===== src/rtl/core/h2r_pkg.sv =====
`default_nettype none

package h2r_pkg;

  // Port field types
  typedef logic [8:0] hue_t;
  typedef logic [6:0] pct_t;
  typedef logic [7:0] chan_t;

  // Internal widths: every channel term stays within 0..600000
  localparam int unsigned TermW  = 20;
  localparam int unsigned SvW    = 14;
  localparam int unsigned WgtW   = 6;
  localparam int unsigned RecipW = 29;
  localparam int unsigned ProdW  = TermW + RecipW;

  typedef logic [TermW-1:0]  term_t;
  typedef logic [SvW-1:0]    sv_t;
  typedef logic [WgtW-1:0]   wgt_t;
  typedef logic [ProdW-1:0]  prod_t;

  localparam pct_t  PCT_MAX   = 7'd100;
  localparam wgt_t  DEG_60    = 6'd60;
  localparam hue_t  HUE_60    = 9'd60;
  localparam hue_t  HUE_120   = 9'd120;
  localparam hue_t  HUE_180   = 9'd180;
  localparam hue_t  HUE_240   = 9'd240;
  localparam hue_t  HUE_300   = 9'd300;
  localparam hue_t  HUE_360   = 9'd360;
  localparam hue_t  HUE_480   = 9'd480;
  localparam term_t BRI_SCALE = 20'd6000;
  localparam term_t CHR_SCALE = 20'd60;

  // floor(t*255/600000) = floor(t*17/40000) = (t * 17*ceil(2^40/40000)) >> 40,
  // exact for every t in 0..600000
  localparam logic [RecipW-1:0] RECIP_K   = 29'd467292447;
  localparam int unsigned       RecipShift = 40;

  // 60-degree hue sectors
  typedef logic [2:0] sector_t;
  localparam sector_t SEC_RED_YEL = 3'd0;
  localparam sector_t SEC_YEL_GRN = 3'd1;
  localparam sector_t SEC_GRN_CYN = 3'd2;
  localparam sector_t SEC_CYN_BLU = 3'd3;
  localparam sector_t SEC_BLU_MAG = 3'd4;
  localparam sector_t SEC_MAG_RED = 3'd5;

  localparam int unsigned PipeDepth = 5;

endpackage

`default_nettype wire


===== src/rtl/core/hsv_to_rgb_pixel.sv =====
// Each transaction accepted at a clock edge passes through the registered
// pipeline stages; its result shows on the out_ ports from the last stage.
// Throughput: one pixel transaction per clock; busy is held low, so start
// may stay high in every cycle. The receiver cannot stall: each result shows
// for exactly one cycle. Synchronous active-low reset clears the valid
// pipeline; transactions in flight at reset are dropped.
`default_nettype none

module hsv_to_rgb_pixel (
  input  wire                 clk,
  input  wire                 rst_n,
  input  wire                 start,
  output logic                busy,
  input  wire h2r_pkg::hue_t  in_hue,
  input  wire h2r_pkg::pct_t  in_saturation,
  input  wire h2r_pkg::pct_t  in_brightness,
  output logic                out_valid,
  output h2r_pkg::chan_t      out_red,
  output h2r_pkg::chan_t      out_green,
  output h2r_pkg::chan_t      out_blue
);
  import h2r_pkg::*;

  // Valid bits, one per stage, travel alongside the data
  logic [PipeDepth-1:0] vld_r, vld_nxt;

  // Stage 1: clamp, hue sector and secondary weight (60 - |H mod 120 - 60|)
  pct_t    s1_sat_r, s1_sat_nxt;
  pct_t    s1_bri_r, s1_bri_nxt;
  sector_t s1_sec_r, s1_sec_nxt;
  wgt_t    s1_wgt_r, s1_wgt_nxt;

  // Stage 2: S*V and the brightness term V*6000
  sv_t     s2_sv_r,  s2_sv_nxt;
  term_t   s2_v6k_r, s2_v6k_nxt;
  wgt_t    s2_wgt_r, s2_wgt_nxt;
  sector_t s2_sec_r, s2_sec_nxt;

  // Stage 3: chroma C and secondary X
  term_t   s3_c_r,   s3_c_nxt;
  term_t   s3_x_r,   s3_x_nxt;
  term_t   s3_v6k_r, s3_v6k_nxt;
  sector_t s3_sec_r, s3_sec_nxt;

  // Stage 4: channel totals, each in 0..600000
  term_t   s4_red_r, s4_red_nxt;
  term_t   s4_grn_r, s4_grn_nxt;
  term_t   s4_blu_r, s4_blu_nxt;

  // Stage 5: scale to 8 bits by reciprocal multiplication
  chan_t   s5_red_r, s5_red_nxt;
  chan_t   s5_grn_r, s5_grn_nxt;
  chan_t   s5_blu_r, s5_blu_nxt;

  logic  accept;
  hue_t  hue_mod;
  wgt_t  hue_dev;
  term_t offs;
  prod_t prod_red, prod_grn, prod_blu;

  // Never stalls: a new transaction may enter on every edge
  assign busy   = 1'b0;
  assign accept = start & ~busy;

  always_comb begin
    vld_nxt = {vld_r[PipeDepth-2:0], accept};
  end

  // Stage 1
  always_comb begin
    s1_sat_nxt = (in_saturation > PCT_MAX) ? PCT_MAX : in_saturation;
    s1_bri_nxt = (in_brightness > PCT_MAX) ? PCT_MAX : in_brightness;

    // Hue 360 and above stays in the last sector
    if (in_hue < HUE_60) begin
      s1_sec_nxt = SEC_RED_YEL;
    end else if (in_hue < HUE_120) begin
      s1_sec_nxt = SEC_YEL_GRN;
    end else if (in_hue < HUE_180) begin
      s1_sec_nxt = SEC_GRN_CYN;
    end else if (in_hue < HUE_240) begin
      s1_sec_nxt = SEC_CYN_BLU;
    end else if (in_hue < HUE_300) begin
      s1_sec_nxt = SEC_BLU_MAG;
    end else begin
      s1_sec_nxt = SEC_MAG_RED;
    end

    // H mod 120 over the full 9-bit range
    if (in_hue < HUE_120) begin
      hue_mod = in_hue;
    end else if (in_hue < HUE_240) begin
      hue_mod = in_hue - HUE_120;
    end else if (in_hue < HUE_360) begin
      hue_mod = in_hue - HUE_240;
    end else if (in_hue < HUE_480) begin
      hue_mod = in_hue - HUE_360;
    end else begin
      hue_mod = in_hue - HUE_480;
    end

    if (hue_mod >= HUE_60) begin
      hue_dev = WgtW'(hue_mod - HUE_60);
    end else begin
      hue_dev = WgtW'(HUE_60 - hue_mod);
    end
    s1_wgt_nxt = DEG_60 - hue_dev;
  end

  // Stage 2
  always_comb begin
    s2_sv_nxt  = SvW'(s1_sat_r) * SvW'(s1_bri_r);
    s2_v6k_nxt = TermW'(s1_bri_r) * BRI_SCALE;
    s2_wgt_nxt = s1_wgt_r;
    s2_sec_nxt = s1_sec_r;
  end

  // Stage 3
  always_comb begin
    s3_c_nxt   = TermW'(s2_sv_r) * CHR_SCALE;
    s3_x_nxt   = TermW'(s2_sv_r) * TermW'(s2_wgt_r);
    s3_v6k_nxt = s2_v6k_r;
    s3_sec_nxt = s2_sec_r;
  end

  // Stage 4: place C, X and 0 by sector, then add the offset m = V*6000 - C
  always_comb begin
    offs       = s3_v6k_r - s3_c_r;
    s4_red_nxt = offs;
    s4_grn_nxt = offs;
    s4_blu_nxt = offs;
    case (s3_sec_r)
      SEC_RED_YEL: begin
        s4_red_nxt = s3_c_r + offs;
        s4_grn_nxt = s3_x_r + offs;
      end
      SEC_YEL_GRN: begin
        s4_red_nxt = s3_x_r + offs;
        s4_grn_nxt = s3_c_r + offs;
      end
      SEC_GRN_CYN: begin
        s4_grn_nxt = s3_c_r + offs;
        s4_blu_nxt = s3_x_r + offs;
      end
      SEC_CYN_BLU: begin
        s4_grn_nxt = s3_x_r + offs;
        s4_blu_nxt = s3_c_r + offs;
      end
      SEC_BLU_MAG: begin
        s4_red_nxt = s3_x_r + offs;
        s4_blu_nxt = s3_c_r + offs;
      end
      default: begin
        s4_red_nxt = s3_c_r + offs;
        s4_blu_nxt = s3_x_r + offs;
      end
    endcase
  end

  // Stage 5: keep bits above the reciprocal shift; the quotient never exceeds 255
  always_comb begin
    prod_red   = ProdW'(s4_red_r) * ProdW'(RECIP_K);
    prod_grn   = ProdW'(s4_grn_r) * ProdW'(RECIP_K);
    prod_blu   = ProdW'(s4_blu_r) * ProdW'(RECIP_K);
    s5_red_nxt = prod_red[RecipShift +: 8];
    s5_grn_nxt = prod_grn[RecipShift +: 8];
    s5_blu_nxt = prod_blu[RecipShift +: 8];
  end

  // Control state: cleared by reset
  always_ff @(posedge clk) begin
    if (!rst_n) begin
      vld_r <= '0;
    end else begin
      vld_r <= vld_nxt;
    end
  end

  // Payload: advance every cycle, no reset needed
  always_ff @(posedge clk) begin
    s1_sat_r <= s1_sat_nxt;
    s1_bri_r <= s1_bri_nxt;
    s1_sec_r <= s1_sec_nxt;
    s1_wgt_r <= s1_wgt_nxt;
    s2_sv_r  <= s2_sv_nxt;
    s2_v6k_r <= s2_v6k_nxt;
    s2_wgt_r <= s2_wgt_nxt;
    s2_sec_r <= s2_sec_nxt;
    s3_c_r   <= s3_c_nxt;
    s3_x_r   <= s3_x_nxt;
    s3_v6k_r <= s3_v6k_nxt;
    s3_sec_r <= s3_sec_nxt;
    s4_red_r <= s4_red_nxt;
    s4_grn_r <= s4_grn_nxt;
    s4_blu_r <= s4_blu_nxt;
    s5_red_r <= s5_red_nxt;
    s5_grn_r <= s5_grn_nxt;
    s5_blu_r <= s5_blu_nxt;
  end

  assign out_valid = vld_r[PipeDepth-1];
  assign out_red   = s5_red_r;
  assign out_green = s5_grn_r;
  assign out_blue  = s5_blu_r;

endmodule

`default_nettype wire


===== config.mk =====
export PLATFORM = sky130hd
export DESIGN_NAME = hsv_to_rgb_pixel
export DESIGN_NICKNAME = d
export VERILOG_FILES = /design/src/rtl/core/h2r_pkg.sv /design/src/rtl/core/hsv_to_rgb_pixel.sv
export SDC_FILE = /design/constraint.sdc
export NUM_CORES = 2
export LEC_CHECK = 0
export ABC_AREA = 1
export ABC_CLOCK_PERIOD_IN_PS = 10530
export BUFFER_PORTS_ARGS = -buffer_cell sky130_fd_sc_hd__buf_2
export CORE_AREA = 2 2 365 367
export DETAILED_ROUTE_END_ITERATION = 16
export DIE_AREA = 0 0 367 369
export PLACE_DENSITY = 0.52
export SKIP_CTS_REPAIR_TIMING = 1
export SYNTH_ARGS = -nofsm -noshare
export SYNTH_HDL_FRONTEND = slang
export SYNTH_SLANG_ARGS = --single-unit
export TNS_END_PERCENT = 50

===== constraint.sdc =====
create_clock -name clk -period 10.53 [get_ports clk]
set_clock_uncertainty 0.05 [all_clocks]
set_input_delay 2.106 -clock clk [delete_from_list [all_inputs] [get_ports clk]]
set_output_delay 2.106 -clock clk [all_outputs]
set_load 0.02 [all_outputs]

Yosys cells after proc, flatten, opt, wreduce, memory -nomap -nowiden:

Cells that the tools add are included.

* bits in registers: 208
* input port bits: 26
* output and inout port bits: 26
* word-level logic and storage cells: 73

* $add $sub $neg: 10
* multipliers: 7
* order comparisons: 10
* eq/ne operators: 4
* multiplexer cells: 12
* reduce and logical (&&, ||, !) cells: 9

Operators by type and width (number)
* multiplier 20 x 29 -> 48 bit, second input constant: 3
* one-hot mux 20 bit (2 select lines): 3
* adder 20 bit: 2
* 2-to-1 mux 9 bit: 4
* less-than comparator 9 bit, second input constant: 3
* multiplier 14 x 6 -> 20 bit: 1
* subtractor 20 bit: 1
* less-than comparator 9 x 8 -> 1 bit, second input constant: 2
* multiplier 14 x 4 -> 18 bit, second input constant: 1
* subtractor 9 bit, second input constant: 2
* multiplier 7 x 9 -> 16 bit, second input constant: 1
* greater-than comparator 7 bit, second input constant: 2
* multiplier 7 x 7 -> 14 bit: 1
* OR reduction 2 bit: 7
* subtractor 6 bit, first input constant: 2
* >= comparator 9 x 6 -> 1 bit, second input constant: 1
* less-than comparator 9 x 6 -> 1 bit, second input constant: 1
* less-than comparator 9 x 7 -> 1 bit, second input constant: 1
* subtractor 9 x 7 -> 9 bit, second input constant: 1
* subtractor 9 x 8 -> 9 bit, second input constant: 1
* == test 3 x 2 -> 1 bit, second input constant: 2
* 2-to-1 mux 6 bit: 1
* subtractor 6 bit, second input constant: 1
* 2-to-1 mux 2 bit: 2
* other kinds (5): 6

Logic depth before layout (Yosys ltp):

* depth in word-level cells: 8
* depth in mapped cells: 25
* mapped depth without buffers: 25

Worst setup path after synthesis:

Ideal clock, no wire load.

* kind: register -> register
* start: register s4_red_r[2]
* end: register s5_red_r[6] (netlist: out_red[6])
* setup time: 72 ps
* arrival: 5579 ps
* data required time: 10408 ps
* setup slack: 4829 ps
* stages on the path, launching flop included: 19
* path buffers: 0
* period minus slack after synthesis: 5701 ps
* cells stage by stage: dfxtp_1 -> inv_1 -> fa_1 -> inv_1 -> fa_1 -> fa_1 -> inv_1 -> fa_1 -> fa_1 -> inv_1 -> fa_1 -> fa_1 -> ha_1 -> nand2_1 -> nor2_1 -> inv_1 -> or4_1 -> o21ai_0 -> xor2_1

* longest elaborated chain between the ends: 1

RTL lines
* start, declared: RTL line hsv_to_rgb_pixel.sv:46 `term_t s4_red_r, s4_red_nxt;`
* start signal, assigned: RTL line hsv_to_rgb_pixel.sv:193 `s4_red_r <= s4_red_nxt;`
* multiplier 20 x 29 -> 48 bit: RTL line hsv_to_rgb_pixel.sv:162 `prod_red = ProdW'(s4_red_r) * ProdW'(RECIP_K);`
* named net prod_red[46]: RTL line hsv_to_rgb_pixel.sv:59 `prod_t prod_red, prod_grn, prod_blu;`
* end signal, assigned: RTL line hsv_to_rgb_pixel.sv:196 `s5_red_r <= s5_red_nxt;`
* end, declared: RTL line hsv_to_rgb_pixel.sv:51 `chan_t s5_red_r, s5_red_nxt;`

The timed path passes the listed nets, and every way through them passes these cells.
A chain may end at the register's enable or synchronous reset.

Final worst setup path:

* start: register s4_blu_r[2]
* end: register s5_blu_r[3] (netlist: out_blue[3])

* longest elaborated chain between the ends: 1

RTL lines
* start, declared: RTL line hsv_to_rgb_pixel.sv:48 `term_t s4_blu_r, s4_blu_nxt;`
* start signal, assigned: RTL line hsv_to_rgb_pixel.sv:195 `s4_blu_r <= s4_blu_nxt;`
* multiplier 20 x 29 -> 48 bit: RTL line hsv_to_rgb_pixel.sv:164 `prod_blu = ProdW'(s4_blu_r) * ProdW'(RECIP_K);`
* named net prod_blu[43]: RTL line hsv_to_rgb_pixel.sv:59
* end signal, assigned: RTL line hsv_to_rgb_pixel.sv:198 `s5_blu_r <= s5_blu_nxt;`
* end, declared: RTL line hsv_to_rgb_pixel.sv:53 `chan_t s5_blu_r, s5_blu_nxt;`

The timed path passes the listed nets, and every way through them passes these cells.

==> load_flow_metrics.sql <==
INSERT INTO impl_metrics (metric_group, metric, value, unit) VALUES
('setup_path', 'reg2reg_depth', '19', ''),
('finish', 'flow.area_growth_from_synthesis', '7.33', '%'),
('yosys', 'synth.cell_area', '45800', 'um2'),
('finish', 'antenna_fix_cells', '0', ''),
('global_routing', 'antenna_violations_before_repair', '1', ''),
('placement', 'gp_congestion', '0.964', ''),
('cts', 'cts_root_buf', 'clkbuf_16', ''),
('yosys', 'post_synth.cell_area_avg', '8.72', 'um2'),
('global_routing', 'global_route.overflow_total', '0', ''),
('sta', 'finalSetupViolCount', '0', ''),
('sta', 'min_period', '6.56', 'ns'),
('yosys', 'synthesis.yosys.warnings', '0', ''),
('flow_run', 'max_cap_viol_count', '0', ''),
('die', 'coreArea', '131000', 'um2'),
('yosys', 'synth_flop_cell', 'dfxtp_1', ''),
('finish', 'fraction_of_layout_instances_using_a_drive_strength_above_1', '3.11', '%'),
('sta', 'worst_pin_slew', '1.21', 'ns'),
('global_routing', 'first_pass_grt_wire_length', '200', 'mm'),
('finish', 'fin_nets', '6988', ''),
('die', 'initial_utilization', '34.9', '%'),
('sta', 'fin_setup_tns', '0', 'ns'),
('yosys', 'post_synth_main_area_contributors', 'fa_1 33%, ha_1 24%, inv_1 12%', ''),
('die', 'floorplan.die_area', '135000', 'um2'),
('setup_path', 'timing.critical_path.from', 's4_blu_r[2]', ''),
('sta', 'timing.final.max_slew_violations', '0', ''),
('setup_path', 'start_kind', 'flip-flop', ''),
('drt', 'routed_wirelength', '124', 'mm'),
('yosys', 'synthesis.instances', '5250', ''),
('yosys', 'distinct_cell_type_count_of_the_synthesized_netlist', '56', ''),
('die', 'chip_height', '369', 'um'),
('yosys', 'yosys_register_bits', '208', ''),
('drt', 'first_pass_iters', '5', ''),
('drt', 'detail_route.wl_per_cell', '17.5', 'um'),
('drt', 'drt.antenna.violating_nets', '0', ''),
('global_routing', 'first_global_vias', '35600', ''),
('die', 'io_pins', '52', ''),
('global_routing', 'grt_max_degree', '18', ''),
('yosys', 'synthesized_netlist_net_count', '6929', ''),
('finish', 'n_fill_cell', '13700', ''),
('min_path', 'hold_path.class', 'flip-flop to flip-flop', ''),
('yosys', 'netlist_top_cells_count', '1509 x inv_1, 890 x ha_1, 763 x fa_1', ''),
('drt', 'routed-via-count', '33200', ''),
('yosys', 'synth_top_area_cell', 'fa_1', ''),
('cts', 'cts.clk_slew.worst_paths', '0.06', 'ns'),
('sta', 'fin_crit_sh', '62.3', '%'),
('drt', 'detail_route.drc_violations', '0', ''),
('placement', 'dp_hpwl', '112', 'mm'),
('cts', 'clock_latency', '0.64', 'ns'),
('setup_path', 'cp_data_required_time', '11.03', 'ns'),
('cts', 'cts-htree-levels', '1', ''),
('setup_path', 'regToRegStartpoint', 's4_blu_r[2]', ''),
('yosys', 'yosys.cell_count.top_type', 'inv_1', ''),
('yosys', 'synth_edf_count', '0', ''),
('die', 'die_width', '367', 'um'),
('setup_path', 'worstSetupEndpointType', 'flip-flop', ''),
('cts', 'max-clock-path-buffers', '3', ''),
('sta', 'hold_viol_final', '0', ''),
('cts', 'tritoncts', 'done', ''),
('yosys', 'synth_seq_area_share', '9.09', '%'),
('min_path', 'worstHoldStart', 's2_v6k_r[11]', ''),
('drt', 'first_iter_violations', '1677', ''),
('run_status', 'outcome', 'complete, no violations', ''),
('yosys', 'fraction_of_synthesized_cell_area_taken_by_the_top_area_cell_type', '33.4', '%'),
('die', 'core.rowCount', '133', ''),
('setup_path', 'worst-endpoint-arrival', '7.05', 'ns'),
('cts', 'numCtsBuffers', '29', ''),
('placement', 'port-buffer-count', '50', ''),
('min_path', 'cell_depth_of_the_worst_hold_path', '0', ''),
('global_routing', 'grt_usage', '18.8', '%'),
('setup_path', 'timing.critical_path.fanout_max', '7', ''),
('yosys', 'async_flop_share', '0', '%'),
('cts', 'cts_sinks', '208', ''),
('setup_path', 'worst-setup-path-type', 'flip-flop to flip-flop', ''),
('sta', 'slew_headroom', '19.2', '%'),
('sta', 'max_freq', '153', 'MHz'),
('sta', 'rsz0062_at_grt', 'false', ''),
('drt', 'detail_route.vias_per_cell', '4.69', '');
-- per-layer routing --
layer  routed length, um  GRT usage, %  vias to the layer above
li1                    -             -                    16300
met1               59300          25.9                    16200
met2               58400          32.0                      504
met3                3700          1.49                      127
met4                2980          4.04                        0
met5                   0             0                        -
-- state kept, by name, indices dropped and copies added, names as in the netlist --
| register | count |
|---|---|
| out_blue | 8 |
| out_green | 8 |
| out_red | 8 |
| s1_bri_r | 7 |
| s1_sat_r | 7 |
| s1_sec_r | 3 |
| s1_wgt_r | 6 |
| s2_sec_r | 3 |
| s2_sv_r | 14 |
| s2_v6k_r | 16 |
| s2_wgt_r | 6 |
| s3_c_r | 18 |
| s3_sec_r | 3 |
| s3_v6k_r | 16 |
| s3_x_r | 20 |
| s4_blu_r | 20 |
| s4_grn_r | 20 |
| s4_red_r | 20 |
| vld_r | 5 |
-- worst paths after layout --
path                            slack (ns)            to
worst min register to register        0.27  s3_v6k_r[11]
worst max register to register        3.97   out_blue[3]
worst max-delay path                  3.97   out_blue[3]
worst min-delay path                  0.27  s3_v6k_r[11]
-- cells in the final DEF (no fill, tap or decap), types with 15 or more instances in the layout --
| master | n |
|---|---|
| a21o_1 | 26 |
| a21oi_1 | 256 |
| a31oi_1 | 26 |
| buf_2 | 50 |
| clkbuf_16 | 29 |
| dfxtp_1 | 208 |
| fa_1 | 763 |
| ha_1 | 890 |
| inv_1 | 1509 |
| nand2_1 | 627 |
| nand3_1 | 157 |
| nand4_1 | 36 |
| nor2_1 | 202 |
| nor3_1 | 34 |
| nor4_1 | 18 |
| o211ai_1 | 23 |
| o21a_1 | 15 |
| o21ai_0 | 129 |
| o221ai_1 | 18 |
| or2_2 | 15 |
| xnor2_1 | 47 |
| xor2_1 | 92 |
-- worst max-delay path, cell delays in order, from the launching register on --
cell and delay, ns:
dfxtp_1 0.63, inv_1 0.13, fa_1 0.64, inv_1 0.12, fa_1 0.48, fa_1 0.52
inv_1 0.05, fa_1 0.48, fa_1 0.55, inv_1 0.05, fa_1 0.58, fa_1 0.45
ha_1 0.33, nand2_1 0.11, nor2_1 0.15, inv_1 0.09, nor4_1 0.43, o21ai_0 0.30
nand3_1 0.17, xor2_1 0.17
-- logic make-up (layout without fill, tap and decap cells) --
| group | after synthesis | after routing | synth area share [%] |
|---|---|---|---|
| AOI/OAI and AO/OA | 570 | 570 | 7.26 |
| and+or+nand+nor | 1126 | 1126 | 10.5 |
| adders and majority gates | 1653 | 1653 | 57.7 |
| xor gates and xnor gates | 140 | 140 | 2.69 |
| buffers and inverters | 1552 | 1632 | 12.8 |
| DFF | 208 | 208 | 9.09 |
| other | 1 | 1 | 0.00819 |
-- through the flow --
step / cell area [um2] / utilization (%) / instances / hold slack [ns] / setup slack, ns
floorplan: 45800 / - / 5250 / 0.260 / 4.83
global placement: 48200 / 36.7 / 7033 / 0.262 / 3.99
detailed placement: 48200 / 36.7 / 7033 / 0.262 / 4.05
CTS: 49100 / 37.5 / 7085 / 0.275 / 4.02
global route: 49100 / 37.5 / 7085 / 0.275 / 3.64
finish: 49100 / 37.5 / 7085 / 0.273 / 3.97
-- area by class of cell --
type | count | area (um2) | share of cell area (%)
clock buffer | 35 | 778 | 1.58
inverter | 1524 | 5730 | 11.7
clock inverter | 17 | 213 | 0.433
tap | 1755 | 2200 | 4.47
timing repair buffer | 56 | 295 | 0.601
sequential | 208 | 4160 | 8.47
multi-input combinational | 3490 | 35800 | 72.8
Power is not shown: default switching activity piles up to over one toggle a cycle in this logic, so the estimate is an artifact.
